--- config.mk ---
export PLATFORM = sky130hd
export DESIGN_NAME = queue_from_two_stacks_flat
export DESIGN_NICKNAME = d
export VERILOG_FILES = /design/src/rtl/qfts_pkg.sv /design/src/rtl/qfts_if.sv /design/src/rtl/queue_from_two_stacks.sv /design/src/rtl/qfts_ram.sv /design/src/rtl/qfts_seq.sv /design/src/flat_wrapper.sv
export SDC_FILE = /design/constraint.sdc
export NUM_CORES = 1
export LEC_CHECK = 0
export ABC_AREA = 1
export BUFFER_PORTS_ARGS = -buffer_cell sky130_fd_sc_hd__buf_4
export CAP_MARGIN = 20
export CORE_MARGIN = 2
export CORE_UTILIZATION = 40
export DETAILED_ROUTE_END_ITERATION = 6
export PLACE_DENSITY = 0.63
export SKIP_LAST_GASP = 1
export SYNTH_ARGS = -nofsm -noshare
export SYNTH_HDL_FRONTEND = slang
export SYNTH_SLANG_ARGS = --single-unit
export TNS_END_PERCENT = 10
--- constraint.sdc ---
create_clock -name clk -period 3.98 [get_ports clk]
set_input_delay 0.597 -clock clk [delete_from_list [all_inputs] [get_ports clk]]
set_output_delay 0.597 -clock clk [all_outputs]
set_load 0.05 [all_outputs]
--- src/rtl/qfts_pkg.sv ---
// ----------------------------------------------------------------------------
// qfts_pkg
// Shared types and constants of the two-stack queue.
// ----------------------------------------------------------------------------
package qfts_pkg;

    localparam int CAP_W     = 5;
    localparam int CFG_IDX_W = 1;
    localparam int STATUS_W  = 2;

    localparam logic [CFG_IDX_W-1:0] CFG_CAP_FIRST  = 1'd0;
    localparam logic [CFG_IDX_W-1:0] CFG_CAP_SECOND = 1'd1;

    localparam logic [CAP_W-1:0] CAP_RESET = 5'd16;

    localparam logic KIND_ENQ = 1'b0;
    localparam logic KIND_DEQ = 1'b1;

    typedef enum logic [STATUS_W-1:0] {
        ST_OK    = 2'd0,
        ST_FULL  = 2'd1,
        ST_EMPTY = 2'd2
    } status_t;

    typedef enum logic [2:0] {
        S_IDLE,
        S_MOVE,
        S_DRAIN,
        S_PUSH,
        S_POP,
        S_REPLY
    } seq_state_t;

    // Result offered by the sequencer to the output register
    typedef struct packed {
        logic    valid;
        status_t status;
    } reply_t;

endpackage

--- src/rtl/qfts_if.sv ---
// ----------------------------------------------------------------------------
// qfts_if
// Request and response channels of the two-stack queue.
// ----------------------------------------------------------------------------
interface qfts_req_if #(
    parameter int ITEM_WIDTH = 32
);
    logic                         valid;
    logic                         ready;
    logic                         kind;
    logic signed [ITEM_WIDTH-1:0] item_value;

    modport source (output valid, kind, item_value, input ready);
    modport sink   (input valid, kind, item_value, output ready);
endinterface

interface qfts_rsp_if #(
    parameter int ITEM_WIDTH = 32
);
    logic                           valid;
    logic                           ready;
    logic [qfts_pkg::STATUS_W-1:0]  status;
    logic signed [ITEM_WIDTH-1:0]   value_out;

    modport source (output valid, status, value_out, input ready);
    modport sink   (input valid, status, value_out, output ready);
endinterface

--- src/rtl/queue_from_two_stacks.sv ---
// A refill of the output stack moves one entry per cycle through the RAM read port.
// One item is in work at a time; the next request is taken once the current one is
// done: a successful enqueue ends with no result, any other once its result is held.
// Reset clears both counts and the output valid flag and sets both capacities to 16;
// stack contents are not cleared.
// ----------------------------------------------------------------------------
// queue_from_two_stacks
// FIFO built from two bounded stacks; the input stack is limited to the smaller capacity.
// ----------------------------------------------------------------------------
module queue_from_two_stacks #(
    parameter int STACK_DEPTH = 16,
    parameter int ITEM_WIDTH  = 32
) (
    input  logic                           clk,
    input  logic                           rst_n,
    qfts_req_if.sink                       req,
    qfts_rsp_if.source                     rsp,
    input  logic                           cfg_we,
    input  logic [qfts_pkg::CFG_IDX_W-1:0] cfg_index,
    input  logic [qfts_pkg::CAP_W-1:0]     cfg_wdata
);

    localparam int CNT_W = $clog2(STACK_DEPTH + 1);
    localparam int LIM_W = (CNT_W > qfts_pkg::CAP_W) ? CNT_W : qfts_pkg::CAP_W;
    localparam logic [LIM_W-1:0] DEPTH_L = LIM_W'(STACK_DEPTH);

    logic [qfts_pkg::CAP_W-1:0] cap_first_reg;
    logic [qfts_pkg::CAP_W-1:0] cap_second_reg;

    logic [LIM_W-1:0] cap_a;
    logic [LIM_W-1:0] cap_b;
    logic [LIM_W-1:0] lim_w;

    qfts_pkg::reply_t      reply;
    logic                  reply_take;
    logic [ITEM_WIDTH-1:0] reply_value;

    logic                          out_valid_reg;
    logic [qfts_pkg::STATUS_W-1:0] out_status_reg;
    logic [ITEM_WIDTH-1:0]         out_value_reg;

    always_ff @(posedge clk or negedge rst_n)
    begin
        if (!rst_n)
        begin
            cap_first_reg  <= qfts_pkg::CAP_RESET;
            cap_second_reg <= qfts_pkg::CAP_RESET;
        end
        else if (cfg_we)
        begin
            case (cfg_index)
                qfts_pkg::CFG_CAP_FIRST:  cap_first_reg  <= cfg_wdata;
                qfts_pkg::CFG_CAP_SECOND: cap_second_reg <= cfg_wdata;
                default:
                begin
                end
            endcase
        end
    end

    // Saturate each capacity into 1..STACK_DEPTH, then take the smaller
    always_comb
    begin
        cap_a = LIM_W'(cap_first_reg);
        cap_b = LIM_W'(cap_second_reg);
        if (cap_a == '0)
        begin
            cap_a = LIM_W'(1);
        end
        else if (cap_a > DEPTH_L)
        begin
            cap_a = DEPTH_L;
        end
        if (cap_b == '0)
        begin
            cap_b = LIM_W'(1);
        end
        else if (cap_b > DEPTH_L)
        begin
            cap_b = DEPTH_L;
        end
        lim_w = (cap_a < cap_b) ? cap_a : cap_b;
    end

    qfts_seq #(
        .STACK_DEPTH (STACK_DEPTH),
        .ITEM_WIDTH  (ITEM_WIDTH)
    ) u_seq (
        .clk         (clk),
        .rst_n       (rst_n),
        .req_valid   (req.valid),
        .req_ready   (req.ready),
        .req_kind    (req.kind),
        .req_item    (req.item_value),
        .lim         (lim_w[CNT_W-1:0]),
        .reply       (reply),
        .reply_take  (reply_take),
        .reply_value (reply_value)
    );

    // Take the result once the output register is free or being drained
    assign reply_take = reply.valid && (!out_valid_reg || rsp.ready);

    always_ff @(posedge clk or negedge rst_n)
    begin
        if (!rst_n)
        begin
            out_valid_reg <= 1'b0;
        end
        else if (reply_take)
        begin
            out_valid_reg <= 1'b1;
        end
        else if (rsp.ready)
        begin
            out_valid_reg <= 1'b0;
        end
    end

    always_ff @(posedge clk)
    begin
        if (reply_take)
        begin
            out_status_reg <= reply.status;
            out_value_reg  <= reply_value;
        end
    end

    assign rsp.valid     = out_valid_reg;
    assign rsp.status    = out_status_reg;
    assign rsp.value_out = out_value_reg;

    // A pending result keeps the request side closed
    a_reply_blocks: assert property (@(posedge clk) disable iff (!rst_n)
        reply.valid |-> !req.ready)
        else $error("request accepted while a result is pending");

    // An accepted request drops ready in the cycle after the transfer
    a_busy_after_accept: assert property (@(posedge clk) disable iff (!rst_n)
        (req.valid && req.ready) |=> !req.ready)
        else $error("ready held high after a transfer");

    // Error results carry a zero value
    a_error_zero: assert property (@(posedge clk) disable iff (!rst_n)
        (rsp.valid && (rsp.status != qfts_pkg::ST_OK)) |-> (rsp.value_out == '0))
        else $error("non-zero value on an error result");

endmodule

--- src/rtl/qfts_ram.sv ---
// ----------------------------------------------------------------------------
// qfts_ram
// Generic single-write, single-read RAM with registered read data.
// ----------------------------------------------------------------------------
module qfts_ram #(
    parameter int WIDTH = 32,
    parameter int DEPTH = 16,
    localparam int ADDR_W = (DEPTH > 1) ? $clog2(DEPTH) : 1
) (
    input  logic              clk,
    input  logic              we,
    input  logic [ADDR_W-1:0] waddr,
    input  logic [WIDTH-1:0]  wdata,
    input  logic              re,
    input  logic [ADDR_W-1:0] raddr,
    output logic [WIDTH-1:0]  rdata
);

    logic [WIDTH-1:0] mem [DEPTH];
    logic [WIDTH-1:0] rdata_reg;

    always_ff @(posedge clk)
    begin
        if (we)
        begin
            mem[waddr] <= wdata;
        end
        if (re)
        begin
            rdata_reg <= mem[raddr];
        end
    end

    assign rdata = rdata_reg;

endmodule

--- src/rtl/qfts_seq.sv ---
// ----------------------------------------------------------------------------
// qfts_seq
// Sequencer of the two-stack queue: both stacks, their counts, and the
// one-entry-per-cycle move of the input stack into the output stack.
// ----------------------------------------------------------------------------
module qfts_seq #(
    parameter int STACK_DEPTH = 16,
    parameter int ITEM_WIDTH  = 32,
    localparam int CNT_W = $clog2(STACK_DEPTH + 1),
    localparam int IDX_W = (STACK_DEPTH > 1) ? $clog2(STACK_DEPTH) : 1
) (
    input  logic                  clk,
    input  logic                  rst_n,
    input  logic                  req_valid,
    output logic                  req_ready,
    input  logic                  req_kind,
    input  logic [ITEM_WIDTH-1:0] req_item,
    input  logic [CNT_W-1:0]      lim,
    output qfts_pkg::reply_t      reply,
    input  logic                  reply_take,
    output logic [ITEM_WIDTH-1:0] reply_value
);

    qfts_pkg::seq_state_t state_reg, state_next;
    qfts_pkg::status_t    status_reg, status_next;

    logic                  kind_reg, kind_next;
    logic [ITEM_WIDTH-1:0] item_reg, item_next;
    logic [CNT_W-1:0]      in_count_reg, in_count_next;
    logic [CNT_W-1:0]      out_count_reg, out_count_next;
    logic [IDX_W-1:0]      j_reg, j_next;
    logic                  mv_we_reg, mv_we_next;
    logic [IDX_W-1:0]      mv_addr_reg, mv_addr_next;

    logic                  accept;
    logic                  move_last;
    logic [CNT_W-1:0]      in_rd_pos;
    logic [CNT_W-1:0]      out_top_pos;
    logic [ITEM_WIDTH-1:0] in_rdata;
    logic [ITEM_WIDTH-1:0] out_rdata;

    assign req_ready = (state_reg == qfts_pkg::S_IDLE);
    assign accept    = req_valid && req_ready;

    // Read the input stack from its top down while the output stack fills up
    assign in_rd_pos   = in_count_reg - CNT_W'(1) - CNT_W'(j_reg);
    assign out_top_pos = out_count_reg - CNT_W'(1);
    assign move_last   = (CNT_W'(j_reg) == (in_count_reg - CNT_W'(1)));

    // Next state
    always_comb
    begin
        state_next = state_reg;
        case (state_reg)
            qfts_pkg::S_IDLE:
            begin
                if (accept)
                begin
                    if (req_kind == qfts_pkg::KIND_ENQ)
                    begin
                        if (in_count_reg < lim)
                        begin
                            state_next = qfts_pkg::S_PUSH;
                        end
                        else if (out_count_reg == '0)
                        begin
                            state_next = qfts_pkg::S_MOVE;
                        end
                        else
                        begin
                            state_next = qfts_pkg::S_REPLY;
                        end
                    end
                    else
                    begin
                        if (out_count_reg != '0)
                        begin
                            state_next = qfts_pkg::S_POP;
                        end
                        else if (in_count_reg != '0)
                        begin
                            state_next = qfts_pkg::S_MOVE;
                        end
                        else
                        begin
                            state_next = qfts_pkg::S_REPLY;
                        end
                    end
                end
            end
            qfts_pkg::S_MOVE:
            begin
                if (move_last)
                begin
                    state_next = qfts_pkg::S_DRAIN;
                end
            end
            qfts_pkg::S_DRAIN:
            begin
                state_next = (kind_reg == qfts_pkg::KIND_ENQ) ? qfts_pkg::S_PUSH
                                                               : qfts_pkg::S_POP;
            end
            qfts_pkg::S_PUSH:  state_next = qfts_pkg::S_IDLE;
            qfts_pkg::S_POP:   state_next = qfts_pkg::S_REPLY;
            qfts_pkg::S_REPLY:
            begin
                if (reply_take)
                begin
                    state_next = qfts_pkg::S_IDLE;
                end
            end
            default: state_next = qfts_pkg::S_IDLE;
        endcase
    end

    // Datapath updates
    always_comb
    begin
        kind_next      = kind_reg;
        item_next      = item_reg;
        status_next    = status_reg;
        in_count_next  = in_count_reg;
        out_count_next = out_count_reg;
        j_next         = j_reg;
        mv_we_next     = 1'b0;
        mv_addr_next   = j_reg;
        case (state_reg)
            qfts_pkg::S_IDLE:
            begin
                j_next = '0;
                if (accept)
                begin
                    kind_next = req_kind;
                    item_next = req_item;
                    status_next = (req_kind == qfts_pkg::KIND_ENQ) ? qfts_pkg::ST_FULL
                                                                    : qfts_pkg::ST_EMPTY;
                end
            end
            qfts_pkg::S_MOVE:
            begin
                mv_we_next = 1'b1;
                j_next     = j_reg + IDX_W'(1);
            end
            qfts_pkg::S_DRAIN:
            begin
                out_count_next = in_count_reg;
                in_count_next  = '0;
            end
            qfts_pkg::S_PUSH:
            begin
                in_count_next = in_count_reg + CNT_W'(1);
            end
            qfts_pkg::S_POP:
            begin
                out_count_next = out_top_pos;
                status_next    = qfts_pkg::ST_OK;
            end
            default:
            begin
            end
        endcase
    end

    always_ff @(posedge clk or negedge rst_n)
    begin
        if (!rst_n)
        begin
            state_reg     <= qfts_pkg::S_IDLE;
            in_count_reg  <= '0;
            out_count_reg <= '0;
            mv_we_reg     <= 1'b0;
        end
        else
        begin
            state_reg     <= state_next;
            in_count_reg  <= in_count_next;
            out_count_reg <= out_count_next;
            mv_we_reg     <= mv_we_next;
        end
    end

    always_ff @(posedge clk)
    begin
        kind_reg    <= kind_next;
        item_reg    <= item_next;
        status_reg  <= status_next;
        j_reg       <= j_next;
        mv_addr_reg <= mv_addr_next;
    end

    qfts_ram #(
        .WIDTH (ITEM_WIDTH),
        .DEPTH (STACK_DEPTH)
    ) u_in_stack (
        .clk   (clk),
        .we    (state_reg == qfts_pkg::S_PUSH),
        .waddr (in_count_reg[IDX_W-1:0]),
        .wdata (item_reg),
        .re    (state_reg == qfts_pkg::S_MOVE),
        .raddr (in_rd_pos[IDX_W-1:0]),
        .rdata (in_rdata)
    );

    // Each write lands in the cycle after its input-stack read
    qfts_ram #(
        .WIDTH (ITEM_WIDTH),
        .DEPTH (STACK_DEPTH)
    ) u_out_stack (
        .clk   (clk),
        .we    (mv_we_reg),
        .waddr (mv_addr_reg),
        .wdata (in_rdata),
        .re    (state_reg == qfts_pkg::S_POP),
        .raddr (out_top_pos[IDX_W-1:0]),
        .rdata (out_rdata)
    );

    assign reply.valid  = (state_reg == qfts_pkg::S_REPLY);
    assign reply.status = status_reg;
    assign reply_value  = (status_reg == qfts_pkg::ST_OK) ? out_rdata : '0;

endmodule

--- src/flat_wrapper.sv ---
// flat-port wrapper written by rule: the top's interface ports become plain ports
module queue_from_two_stacks_flat 
#(
    parameter int STACK_DEPTH = 16,
    parameter int ITEM_WIDTH  = 32
)
  (clk, rst_n, cfg_we, cfg_index, cfg_wdata, req_valid, req_kind, req_item_value, req_ready, rsp_valid, rsp_status, rsp_value_out, rsp_ready);
  qfts_req_if #(.ITEM_WIDTH(ITEM_WIDTH)) req_i ();
  qfts_rsp_if #(.ITEM_WIDTH(ITEM_WIDTH)) rsp_i ();
  input  logic clk;
  input  logic rst_n;
  input  logic cfg_we;
  input  logic [qfts_pkg::CFG_IDX_W-1:0] cfg_index;
  input  logic [qfts_pkg::CAP_W-1:0] cfg_wdata;
  input wire logic [$bits(req_i.valid)-1:0] req_valid;
  input wire logic [$bits(req_i.kind)-1:0] req_kind;
  input wire logic [$bits(req_i.item_value)-1:0] req_item_value;
  output wire logic [$bits(req_i.ready)-1:0] req_ready;
  output wire logic [$bits(rsp_i.valid)-1:0] rsp_valid;
  output wire logic [$bits(rsp_i.status)-1:0] rsp_status;
  output wire logic [$bits(rsp_i.value_out)-1:0] rsp_value_out;
  input wire logic [$bits(rsp_i.ready)-1:0] rsp_ready;
  assign req_i.valid = req_valid;
  assign req_i.kind = req_kind;
  assign req_i.item_value = req_item_value;
  assign req_ready = req_i.ready;
  assign rsp_valid = rsp_i.valid;
  assign rsp_status = rsp_i.status;
  assign rsp_value_out = rsp_i.value_out;
  assign rsp_i.ready = rsp_ready;
  queue_from_two_stacks #(.STACK_DEPTH(STACK_DEPTH), .ITEM_WIDTH(ITEM_WIDTH)) u_core (.clk(clk), .rst_n(rst_n), .req(req_i), .rsp(rsp_i), .cfg_we(cfg_we), .cfg_index(cfg_index), .cfg_wdata(cfg_wdata));
endmodule
Word-level counts from Yosys, hierarchy flattened
Memory sizes are Yosys's and may differ from the RTL's. A register that Yosys moved wholly into a read port is not among the register bits.
Index checks and enable logic that the tools add are counted.
Word-level totals
  register bits: 102
  bits in latches: 0
  bits in writable memories: 1024
  bits in read-only memories: 0
  input port bits: 44
  output and inout port bits: 36
  logic and storage cells: 84
  memories: 2
Memories
  u_core.u_seq.u_in_stack.mem: depth 16, width 32, read ports 1, clocked after Yosys merged registers in 1, wr ports 1, RTL line qfts_ram.sv:19  | logic [WIDTH-1:0] mem [DEPTH];
  u_core.u_seq.u_out_stack.mem: depth 16, width 32, read ports 1, clocked after Yosys merged registers in 1, wr ports 1, RTL line qfts_ram.sv:19
Cells by class
  add/sub/neg operators: 5
  $mul: 0
  divide/modulo/power cells: 0
  magnitude comparators: 4
  equal/unequal tests: 9
  shift operators: 0
  muxes and demuxes: 28
  bitwise gates (word level): 1
  reductions and logical operators: 21
Operators by type and width (count)
  $mux W3: 9
  $mux W5: 5
  $pmux W5 S2: 2
  $logic_not A5 Y1: 3
  $pmux W3 S5: 1
  $gt A5 B5 Y1 const B: 2
  $lt A5 B5 Y1: 2
  $reduce_bool A2 Y1: 5
  $reduce_bool A5 Y1: 2
  $sub A5 B1 Y5 const B: 2
  $pmux W4 S2: 1
  $reduce_and A2 Y1: 4
  $mux W1: 7
  $eq A3 B2 Y1 const B: 2
  $eq A3 B3 Y1 const B: 2
  $add A5 B1 Y5 const B: 1
  $eq A4 B5 Y1: 1
  $add A4 B1 Y4 const B: 1
  $mux W2: 2
  $ne A2 B2 Y1 const B: 2
  $pmux W2 S2: 1
  $sub A4 B4 Y4: 1
  $eq A3 B1 Y1 const B: 1
  $logic_not A3 Y1: 1
  7 further kinds: 8

Depth between registers and ports, before layout
  depth after elaboration: 10
  depth in mapped cells: 20
  mapped depth without buffers: 20

Cells and area by module
Synthesis repeated with hierarchy kept, for this count alone.
Second synthesis, totals
  cells, all modules: 4664
  area, all modules: 50583.5 um^2
Modules (own cells, without submodules)
  qfts_ram: times used 2, cells an instance 2120, area an instance 23050.9 um^2, seq. area each 16335.7 um^2
  qfts_seq: times used 1, cells an instance 292, area an instance 2733.9 um^2, seq. area each 1601.5 um^2
  queue_from_two_stacks: times used 1, cells an instance 132, area an instance 1747.9 um^2, seq. area each 1298.7 um^2

Worst setup path after synthesis
No wires, ideal clock.
  path kind: reg-to-reg
  from: reg u_core.u_seq.state_reg[2]
  to: reg u_core.u_seq.state_reg[1]
  library setup time: 0.124 ns
  arrival: 3.449 ns
  required time: 3.856 ns
  path slack: 0.407 ns
  stages on the path, launching flop included: 6
  buffers on the path: 0
  period minus slack after synthesis: 3.573 ns
  cells stage by stage: dfrtp_1 nor3_1 o21ai_1 nand2_1 nor2_1 a21boi_1
On the way
  cells in the longest elaborated chain, start to end: 4
  elaborated cells between the ends (all ways): 12
  classes of those cells: eq/ne (7); mux (1); reduce/logical (4)
RTL lines
  start: declaration: RTL line qfts_seq.sv:24  | qfts_pkg::seq_state_t state_reg, state_next;
  start signal: assignment: RTL line qfts_seq.sv:168  | state_reg <= qfts_pkg::S_IDLE;
  start signal: assignment: RTL line qfts_seq.sv:175  | state_reg <= state_next;
  $eq A3 B3 Y1 or $logic_not A3 Y1 (tied branches): RTL line qfts_seq.sv:54, qfts_seq.sv:218, qfts_seq.sv:42
  $logic_and A1 B1 Y1 (on tied branches): RTL line queue_from_two_stacks.sv:102, qfts_seq.sv:43
  $ne A2 B2 Y1 (no source line) or $ne A2 B1 Y1 (tied branches)
  $reduce_and A3 Y1 (no source line)
Parallel ways exist; a longest one is shown, timed or not.
A chain may end at the register's enable or synchronous reset.

Worst setup path after layout
  from: reg u_core.u_seq.in_count_reg[0]
  to: reg u_core.u_seq.u_in_stack.rdata_reg[14] (netlist: u_core.u_seq.u_in_stack.rdata[14]) (read register of u_core.u_seq.u_in_stack.mem) (data pin)
On the way
  cells in the longest elaborated chain, start to end: 2
RTL lines
  start: declaration: RTL line qfts_seq.sv:29  | logic [CNT_W-1:0] in_count_reg, in_count_next;
  start signal: assignment: RTL line qfts_seq.sv:176  | in_count_reg <= in_count_next;
  $sub A5 B1 Y5
  $sub A4 B4 Y4: RTL line qfts_seq.sv:46  | assign in_rd_pos = in_count_reg - CNT_W'(1) - CNT_W'(j_reg);
  end: declaration: RTL line qfts_ram.sv:20  | logic [WIDTH-1:0] rdata_reg;
Every way passes these cells.

==> out/results.md <==
• 5.36 — via-per-instance ratio
• 0 — number of failing setup endpoints in the final timing report
• 1,161 x sky130_fd_sc_hd__edfxtp_1, 767 x sky130_fd_sc_hd__nor2_1, 392 x sky130_fd_sc_hd__o21ai_0, 157 x sky130_fd_sc_hd__buf_4, 119 x sky130_fd_sc_hd__clkbuf_16 — top library cells by usage in the layout, fill and taps aside
• flip-flop to flip-flop — Crit Path Class
• 1.06 ns — transition at the pin with the smallest max-transition slack
• 2.10% — Synth async-reset ratio
• 0.73 ns — reg2reg setup slack
• 1,190 — number of sinks handled by clock tree synthesis
• 117 — TritonCTS Buffers
• 0.0463 mm^2 — synthesized area
• sky130_fd_sc_hd__clkbuf_16 — Root Driver
• 3,480 — post-layout net count
• 10,000 — filler cell count
• u_core.u_seq.u_in_stack.mem (512), u_core.u_seq.u_out_stack.mem (512) — registers with the highest flip-flop counts
• 79 — count of input and output buffers
• 3.79 ns — Arr. time, crit path
• 0.784 — GPL Wtd Cong
• flip-flop — endpoint class of the critical path
• 46.1% — final design utilization
• 0 — remaining number of nets flagged by the antenna check after routing
• 1,190 — flops & latches, synth
• 0.503% — area share of fa/ha/maj cells after synthesis
• 10.7% — share of cells above drive strength 1
• 161,000 um — first-pass GRT wire length
• 1,161 — number of enable flip-flop cells after synthesis
• 0 — count of maximum capacitance violations
• 40.4% — initial core utilization
• 25 — critical path fanouts, max
• no — unrepaired setup endpoints after global routing
• 3.25 ns — Tmin final
• 0.0182 ns — worst clock skew on the final layout
• 0 — total count of hold-check failures in the final report
• 2 — number of antenna violations at the first check in global routing
• 26,900 — vias after detailed routing
• 8 — reg2reg path depth
• 3 — number of H-tree levels
• u_core.u_seq.in_count_reg[0] — launching element of the worst setup path
• 108,000 um — total wirelength of the detailed-routed design
• 29.3% — worst relative slew slack
• primary input to flip-flop — type of the worst min-delay path
• 8.83% — Synth Area in Compound Gates
• 344 um — die height
• 76.8% — sequential element share of the synthesized area
• 3,391 — Net Count, Synth
• 0 — Pins Over Slew Limit
• 81.6% — ratio of final minimum period to clock period
• 21.4 um — detail-routed net length per standard cell
• completed — result of the run
• 344 um — die boundary width
• 80 — Top-Level Pins
• 0.718 ns — dpl ws
• 0.308 GHz — highest clock rate
• 2,534 — iteration-0 DRC count of the detailed router
• 124 — number of placement rows
• 0 ns — final setup TNS
• u_core.u_seq.u_in_stack.rdata[14] — worst r2r dst
• 36 — number of distinct library cells after synthesis
• 0 — post-route DRC violation count
• simple AND/OR/NAND/NOR gates — dominant combinational cell family by area after synthesis
• 0.115 mm^2 — Std-Cell Core Area
• 0 — synth warn
• 0.06 ns — clock transition at the register clock pins on the worst setup and hold paths after CTS
• 25,700 — vias in the first global route
• sky130_fd_sc_hd__edfxtp_1 — Post-synth top flop
• 3 — maximum number of buffers from clock root to sink
• 58,100 um — detailed placer's ending HPWL
• sky130_fd_sc_hd__edfxtp_1 — commonest non-fill, non-tap cell in the layout
• u_core.u_seq.in_count_reg[0] — worst reg2reg path startpoint
• 5 — Initial DRT Pass Iterations
• done — CTS tree
• 3,329 — cell count after synthesis
• 8.90% — fraction of the mapped netlist area in simple logic gates
• 0.222% — xor-xnor portion of the synthesized cell area
• 18.0% — Tot GR Track Use
• u_core.u_seq.u_in_stack.rdata[14] — Critical Path End
• 0.69 ns — worst skew pair latency
• 4.52 ns — Required @ worst endpoint
• 0.733 ns — final worst setup slack
• 13.9 um^2 — Post-Syn Area per Cell
• 0 — number of antenna cells inserted
• 0 — number of buffers inserted by post-CTS setup repair
• 167 — maximum number of pins on one net before global-route repair
• flip-flop — critical path launch point type
• 13.9% — Area Growth Syn to Fin
• 0.118 mm^2 — die outline area
• 0 — total overflow reported by the global router
• 2.10% — post-synthesis mux area share
[layer usage]
layer	GRT usage (%)	share of wire [%]
met1	24.9	43
met2	29.9	49
met3	2.57	5.7
met4	4.91	2.4
met5	0	0
[critical path: stages, from the launching register on]
cell	delay (ns)
sky130_fd_sc_hd__dfrtp_1	0.44
sky130_fd_sc_hd__inv_1	0.16
sky130_fd_sc_hd__ha_1	0.36
sky130_fd_sc_hd__fa_4	1.02
sky130_fd_sc_hd__buf_4	0.35
sky130_fd_sc_hd__o21ai_0	0.13
sky130_fd_sc_hd__o21ai_0	0.29
sky130_fd_sc_hd__o211ai_1	0.18
sky130_fd_sc_hd__nand2_1	0.14
[cell type report]
cell class / count / area, um^2 / share of cell area (%)
clock buffer: 145 / 3080 / 5.83
clock inverter: 69 / 532 / 1.01
inverter: 84 / 330 / 0.626
multi-input combinational: 1853 / 9850 / 18.7
sequential: 1190 / 35600 / 67.5
tap: 1512 / 1890 / 3.59
timing repair buffer: 172 / 1470 / 2.79
[through the flow]
stage	area (um^2)	hold slack, ns	cells
2_1_floorplan	46300	0.301	3329
6_report	52700	0.0809	5025
3_5_place_dp	49100	0.427	4810
4_1_cts	52700	0.0458	5025
3_3_place_gp	49100	0.423	4809
5_1_grt	52700	0.0524	5025
[worst min-delay path by stage]
stage	end	depth (start not counted)	start	slack, ns
after floorplan	u_core.cap_first_reg[0]	0	rst_n	0.30
after global placement	u_core.u_seq.mv_addr_reg[3]	0	u_core.u_seq.j_reg[3]	0.42
after detailed placement	u_core.u_seq.mv_addr_reg[3]	0	u_core.u_seq.j_reg[3]	0.43
after CTS	u_core.u_seq.item_reg[29]	1	req_item_value[29]	0.05
after global routing	u_core.u_seq.item_reg[6]	1	req_item_value[6]	0.05
final	u_core.u_seq.item_reg[6]	1	req_item_value[6]	0.08
[cell families (layout without fill, tap and decap cells)]
| group | count (synthesis) | after routing |
|---|---|---|
| DFF | 1190 | 1190 |
| and+or+nand+nor | 1048 | 1048 |
| AOI/OAI and AO/OA | 680 | 680 |
| buffers and inverters | 286 | 470 |
| muxes | 97 | 97 |
| adders and majority gates | 18 | 18 |
| xor gates and xnor gates | 10 | 10 |
[synthesized netlist by cell type (27+ instances only)]
| library cell | n | area share [%] |
|---|---|---|
| sky130_fd_sc_hd__o21ai_0 | 392 | 4.2 |
| sky130_fd_sc_hd__nor2_1 | 801 | 6.5 |
| sky130_fd_sc_hd__buf_2 | 56 | 0.61 |
| sky130_fd_sc_hd__nor3_1 | 99 | 1.1 |
| sky130_fd_sc_hd__nand2_1 | 101 | 0.82 |
| sky130_fd_sc_hd__mux2i_1 | 97 | 2.1 |
| sky130_fd_sc_hd__nand3_1 | 44 | 0.48 |
| sky130_fd_sc_hd__o221ai_1 | 71 | 1.3 |
| sky130_fd_sc_hd__edfxtp_1 | 1161 | 75 |
| sky130_fd_sc_hd__o211ai_1 | 67 | 1.1 |
| sky130_fd_sc_hd__o31ai_1 | 39 | 0.63 |
| sky130_fd_sc_hd__o21ai_1 | 34 | 0.37 |
| sky130_fd_sc_hd__o22ai_1 | 34 | 0.46 |
| sky130_fd_sc_hd__clkbuf_1 | 123 | 1.0 |
| sky130_fd_sc_hd__o32ai_1 | 27 | 0.51 |
| sky130_fd_sc_hd__inv_1 | 78 | 0.63 |
[what timing repair did]
item | in CTS | in global routing
gates resized for setup | 0 | 0
endpoints found under the hold margin | 23 | 0
hold buffers | 1 | 0
endpoints found under the setup margin | 0 | 0
Power is not shown: default switching activity piles up to over one toggle a cycle in this logic, so the estimate is an artifact.
